### src/hdl/isearch_pkg.sv
// shared constants and helpers for the interpolation search engine
`default_nettype none
package isearch_pkg;
    localparam int TABLE_DEPTH = 1024;
    localparam int VALUE_WIDTH = 32;
    localparam int IDX_W       = 10;
    localparam int KEY_W       = 32;
    localparam int ADDR_W      = $clog2(TABLE_DEPTH);
    localparam int DIFF_W      = ((KEY_W > VALUE_WIDTH) ? KEY_W : VALUE_WIDTH) + 1;
    localparam int PROD_W      = DIFF_W + ADDR_W;
    localparam int CNT_W       = $clog2(ADDR_W + 1);

    localparam logic REQ_WRITE  = 1'b0;
    localparam logic REQ_SEARCH = 1'b1;

    // saturate a range index to the last table entry
    function automatic logic [ADDR_W-1:0] clamp_index(input logic [IDX_W-1:0] idx);
        logic [ADDR_W-1:0] res;
        if (int'(idx) >= TABLE_DEPTH) begin
            res = ADDR_W'(TABLE_DEPTH - 1);
        end else begin
            res = ADDR_W'(idx);
        end
        return res;
    endfunction
endpackage
`default_nettype wire

### src/hdl/isearch_div.sv
// restoring divider, one quotient bit per cycle, quotient known to fit an index
`default_nettype none
module isearch_div
    import isearch_pkg::*;
(
    input  wire logic              aclk,
    input  wire logic              aresetn,
    input  wire logic              start,
    input  wire logic [PROD_W-1:0] dividend,
    input  wire logic [DIFF_W-1:0] divisor,
    output logic                   done,
    output logic [ADDR_W-1:0]      quotient
);
    logic              busy_reg;
    logic              done_reg;
    logic [CNT_W-1:0]  cnt_reg;
    logic [PROD_W-1:0] rem_reg;
    logic [PROD_W-1:0] dsh_reg;
    logic [ADDR_W-1:0] q_reg;
    logic              take;

    assign take     = (rem_reg >= dsh_reg);
    assign done     = done_reg;
    assign quotient = q_reg;

    // control
    always_ff @(posedge aclk) begin
        if (!aresetn) begin
            busy_reg <= 1'b0;
            done_reg <= 1'b0;
            cnt_reg  <= '0;
        end else begin
            done_reg <= 1'b0;
            if (start) begin
                busy_reg <= 1'b1;
                cnt_reg  <= CNT_W'(ADDR_W);
            end else if (busy_reg) begin
                cnt_reg <= cnt_reg - 1'b1;
                if (cnt_reg == CNT_W'(1)) begin
                    busy_reg <= 1'b0;
                    done_reg <= 1'b1;
                end
            end
        end
    end

    // shift and subtract datapath
    always_ff @(posedge aclk) begin
        if (start) begin
            rem_reg <= dividend;
            dsh_reg <= PROD_W'(divisor) << (ADDR_W - 1);
            q_reg   <= '0;
        end else if (busy_reg) begin
            if (take) begin
                rem_reg <= rem_reg - dsh_reg;
            end
            dsh_reg <= dsh_reg >> 1;
            q_reg   <= {q_reg[ADDR_W-2:0], take};
        end
    end
endmodule
`default_nettype wire

### config.mk
export PLATFORM = sky130hd
export DESIGN_NAME = isearch_div
export DESIGN_NICKNAME = d
export VERILOG_FILES = /design/src/hdl/isearch_pkg.sv /design/src/hdl/isearch_div.sv
export SDC_FILE = /design/constraint.sdc
export NUM_CORES = 1
export LEC_CHECK = 0
export ABC_AREA = 1
export BUFFER_PORTS_ARGS = -buffer_cell sky130_fd_sc_hd__buf_2
export CORE_MARGIN = 10
export CORE_UTILIZATION = 60
export CTS_BUF_LIST = sky130_fd_sc_hd__clkbuf_4 sky130_fd_sc_hd__clkbuf_8
export DETAILED_ROUTE_END_ITERATION = 12
export GPL_TIMING_DRIVEN = 0
export PLACE_DENSITY = 0.88
export SYNTH_ARGS = -nofsm -noshare
export SYNTH_HDL_FRONTEND = slang
export SYNTH_SLANG_ARGS = --single-unit
### constraint.sdc
create_clock -name aclk -period 7.55 [get_ports aclk]
set_input_delay 0.755 -clock aclk [delete_from_list [all_inputs] [get_ports aclk]]
set_output_delay 0.755 -clock aclk [all_outputs]
set_load 0.005 [all_outputs]
# == Yosys cells after proc, flatten, opt, wreduce, memory -nomap -nowiden ==
# Cells that the tools add are included.
# W data, S select, Z words.
# totals
register_bits,101
wordCells,30
# op_classes
add_sub_neg,2
n_lt_le_gt_ge,1
eq_ne,1
mux,11
n_bitwise,2
n_reduce_logical,5
# ops
cell,n
$mux W43,3
$mux W42,2
$ge A43 B42 Y1,1
$sub A43 B42 Y43,1
$mux W4,2
$eq A4 B1 Y1 const B,1
$mux W1,4
$reduce_bool A2 Y1,2
$sub A4 B1 Y4 const B,1
$reduce_or A3 Y1,1
$not A1 Y1,2
$reduce_and A2 Y1,1
$reduce_or A2 Y1,1

# == Logic depth before layout (Yosys ltp) ==
# depth
depth_word,4
depth_mapped,16

# == Least setup slack after synthesis ==
# OpenSTA, ideal clock, no wires.
# synth_timing
path_kind,register to register
start,reg rem_reg[5]
end,reg rem_reg[0] (enable)
setup_ns,0.401
arrival_time_ns,2.429
t_required_ns,7.149
path_slack_ns,4.720
stages_incl_launch_ff,14
path_buffers,0
cell_sequence,edfxtp_1 > ha_1 > nand2_2 > nor2_1 > nand2_2 > nand2_2 > nand2_1 > nand2_2 > nand2_1 > nand2_1 > nand2_1 > nand2_1 > nand2_1 > nand2_1
# synth_between
elab_chain_len,3
# synth_lines
element,line_no,rtl
start: declaration,isearch_div.sv:17,logic [PROD_W-1:0] rem_reg;
start signal: assignment,isearch_div.sv:50,rem_reg <= dividend;
start signal: assignment,isearch_div.sv:55,rem_reg <= rem_reg - dsh_reg;
$ge A43 B42 Y1,isearch_div.sv:22,assign take = (rem_reg >= dsh_reg);
$reduce_bool A2 Y1 (no source line),--,
$reduce_and A2 Y1 (no source line),--,
# No other way between the ends.
# A chain may end at the register's enable or synchronous reset.

# == Worst setup path in the final report ==
# layout_timing
start,reg rem_reg[25]
end,reg rem_reg[24] (enable)
# Same word-level chain as after synthesis.

==> results.md <==
- Share of post-route cells with drive strength above 1: 14.0%
- DRT Pass-1 Iters: 7
- Most frequent cells in the layout: nand2_1, inv_1, buf_2, edfxtp_1, nor2_1
- Worst hold path class: flop to flop
- Setup TNS: 0 ns
- Routed len/inst: 15.1 µm
- First-pass GRT wire length: 35100 µm
- Buffers on Ports: 89
- Skew final: 0.0102 ns
- Netlist cell types: 39
- CP cell instances: ha_1 > nand2_1 > inv_1 > nand2_1 > inv_1 > nand2_1 > nor3_2 > nand2_1 > nand2_1 > nand2_1 > nand2_1 > nand2_1 > nand2_2 > buf_16
- Post-CTS Resized: 0
- CTS Hold Buffers Added: 0
- Diode count: 0
- Post-synth EDFFs: 76
- RSZ-0062 raised after global routing: false
- Clock sinks: 101
- Initial antenna violation count: 0
- Mapped Area: between 0.007 and 0.008 mm²
- GRT Overall Usage: 24.4%
- Max-Cap Viols: 0
- #FFs+latches synth: ~100
- WS Path Type: flop to flop
- Commonest non-fill, non-tap cell in the layout: nand2_1
- Num rows: slightly above 40
- Inst Count DP: 1382
- Max reg flops: 43
- CTS tree: yes
- Antenna Violating Nets Remaining: 0
- Vias: 7187
- Worst Max-Slew Pin Slew: 0.881 ns
- Leak pwr: 4.41 nW
- Hpwl dp: 17200 µm
- Post-layout instance count excluding filler cells: 1398
- Final setup vio count: 0
- Worst skew pair latency: just under 0.4 ns
- Avg Cell Area, Syn: between 6 and 7 µm²
- WP data arrival: 3.06 ns
- Vias/cell: a little over 5
- Core ar.: 0.0125 mm²
- Post-CTS Setup Inserts: 0
- GRT overflow: 0
- CP most frequent cell: nand2_1
- Final hold violations: 0
- Die area: 0.0175 mm²
- Type of element capturing the critical path: flop
- Slew HR: 41.3%
- Layout overhead on the synthesized area: 12.4%
- Drc violations: 0
- First DRT Iteration DRCs: 631
- Worst vdd ir: 0.000140 V
- Total CTS buffers: 9
- Prevailing post-synth register cell: edfxtp_1
- Ys async rst share: 0%
- Final Max Slew Viols: 0
- Nets: about 1300
- Clk buf depth: 2
- Maximum fanout along the worst path: 24
- Die Span X: about 130 µm
- CTS clk-pin slew, worst paths: 0.10 ns
- Post-synth top area cell: edfxtp_1
- Worst setup SP type: flop
- Final WL: 21100 µm
- WHS: 0.469 ns
- Die height: 132 µm
- Syn_nets: between 1000 and 1500
- Yosys top cell area share: 30.1%
- Yosys warning total: 0
- PwrDens: 257 mW/mm²
- Syn Inst Count: 1119
- Crit share post-route: 39.3%
- Root Driver: clkbuf_8
- Largest net degree at the start of global routing: 25
- Final min period: between 2 and 3 ns
- Boundary Pins: 90
- Tot Pwr: 0.00219 W
- CTS H-tree depth: 3
- Initial Util: 60.6%
- Crit-path slowest cell: nand2_2
- GP Congestion: 0.969
- Cell family with most CP delay: simple AND/OR/NAND/NOR gates
- Run status: completed
- CP peak stage delay: ~0.45 ns
- Synth area leaders: edfxtp_1, nand2_1, inv_1, ha_1, dfxtp_1
- CP required: 7.64 ns
- Max Fclk: 0.337 GHz
- Buf+Inv Stages, Crit Path: 3
- Register area share after synthesis: 36.7%
- Vias in the first global route: 7052
## worst paths after layout
kind,startpoint,endpoint,slack (ns),depth (start not counted)
worst min-delay path,quotient[9],quotient[9],0.47,2
worst min register to register,quotient[9],quotient[9],0.47,2
worst max-delay path,rem_reg[25],rem_reg[24],4.58,14
worst max register to register,rem_reg[25],rem_reg[24],4.58,14
## routing by layer
layer	global-route usage, %	vias to the layer above	part of all wire (%)
met4	7.27	0	1.7
met3	3.75	25	6.3
met2	38.3	244	45
met5	0	-	0
met1	33.8	3218	47
li1	-	3700	-
## cell type report
class	instances	area [µm²]
fillers	1165	3990
multi-input cells	785	3930
flip-flops and latches	101	2780
inverters	214	803
repair buffers	91	500
well taps	172	215
clock buffers	10	131
clock inverters	6	87.6
plain buffers	19	76.3
## power breakdown
part | internal, W | total (W) | switching [W]
logic | 0.000362 | 0.00107 | 0.000711
clock network | 0.000191 | 0.000390 | 0.000199
registers | 0.000699 | 0.000725 | 0.0000259
total | 0.00125 | 0.00219 | 0.000936
## worst min-delay path: stages (launching register included)
cell	delay, ns
dfxtp_1	0.34
nand2_1	0.05
o21ai_0	0.05
## per-stage QoR
stage,cell area (µm²),worst slack (ns),util (%)
3_3_place_gp,8250,3.72,65.9
6_report,8520,4.58,68.1
2_1_floorplan,7590,4.72,-
3_5_place_dp,8310,4.56,66.4
4_1_cts,8520,4.61,68.1
5_1_grt,8520,4.37,68.1
## kinds of logic after synthesis
logic type / synth area share, %
simple gates: 34.8
buf+inv: 11.6
compound gates: 8.16
flops: 36.7
fa+ha+maj: 7.52
xor+xnor: 1.27
## synth_stat cells (11+ instances only)
| library cell | count |
|---|---|
| ha_1 | 44 |
| a21oi_1 | 35 |
| nor2_2 | 11 |
| edfxtp_1 | 76 |
| dfxtp_1 | 25 |
| o22ai_1 | 15 |
| nand2_1 | 407 |
| nand3_1 | 59 |
| clkbuf_1 | 15 |
| o21ai_0 | 52 |
| nand2_2 | 24 |
| nor2_1 | 68 |
| inv_1 | 210 |
(Power assumes the default switching activity.)
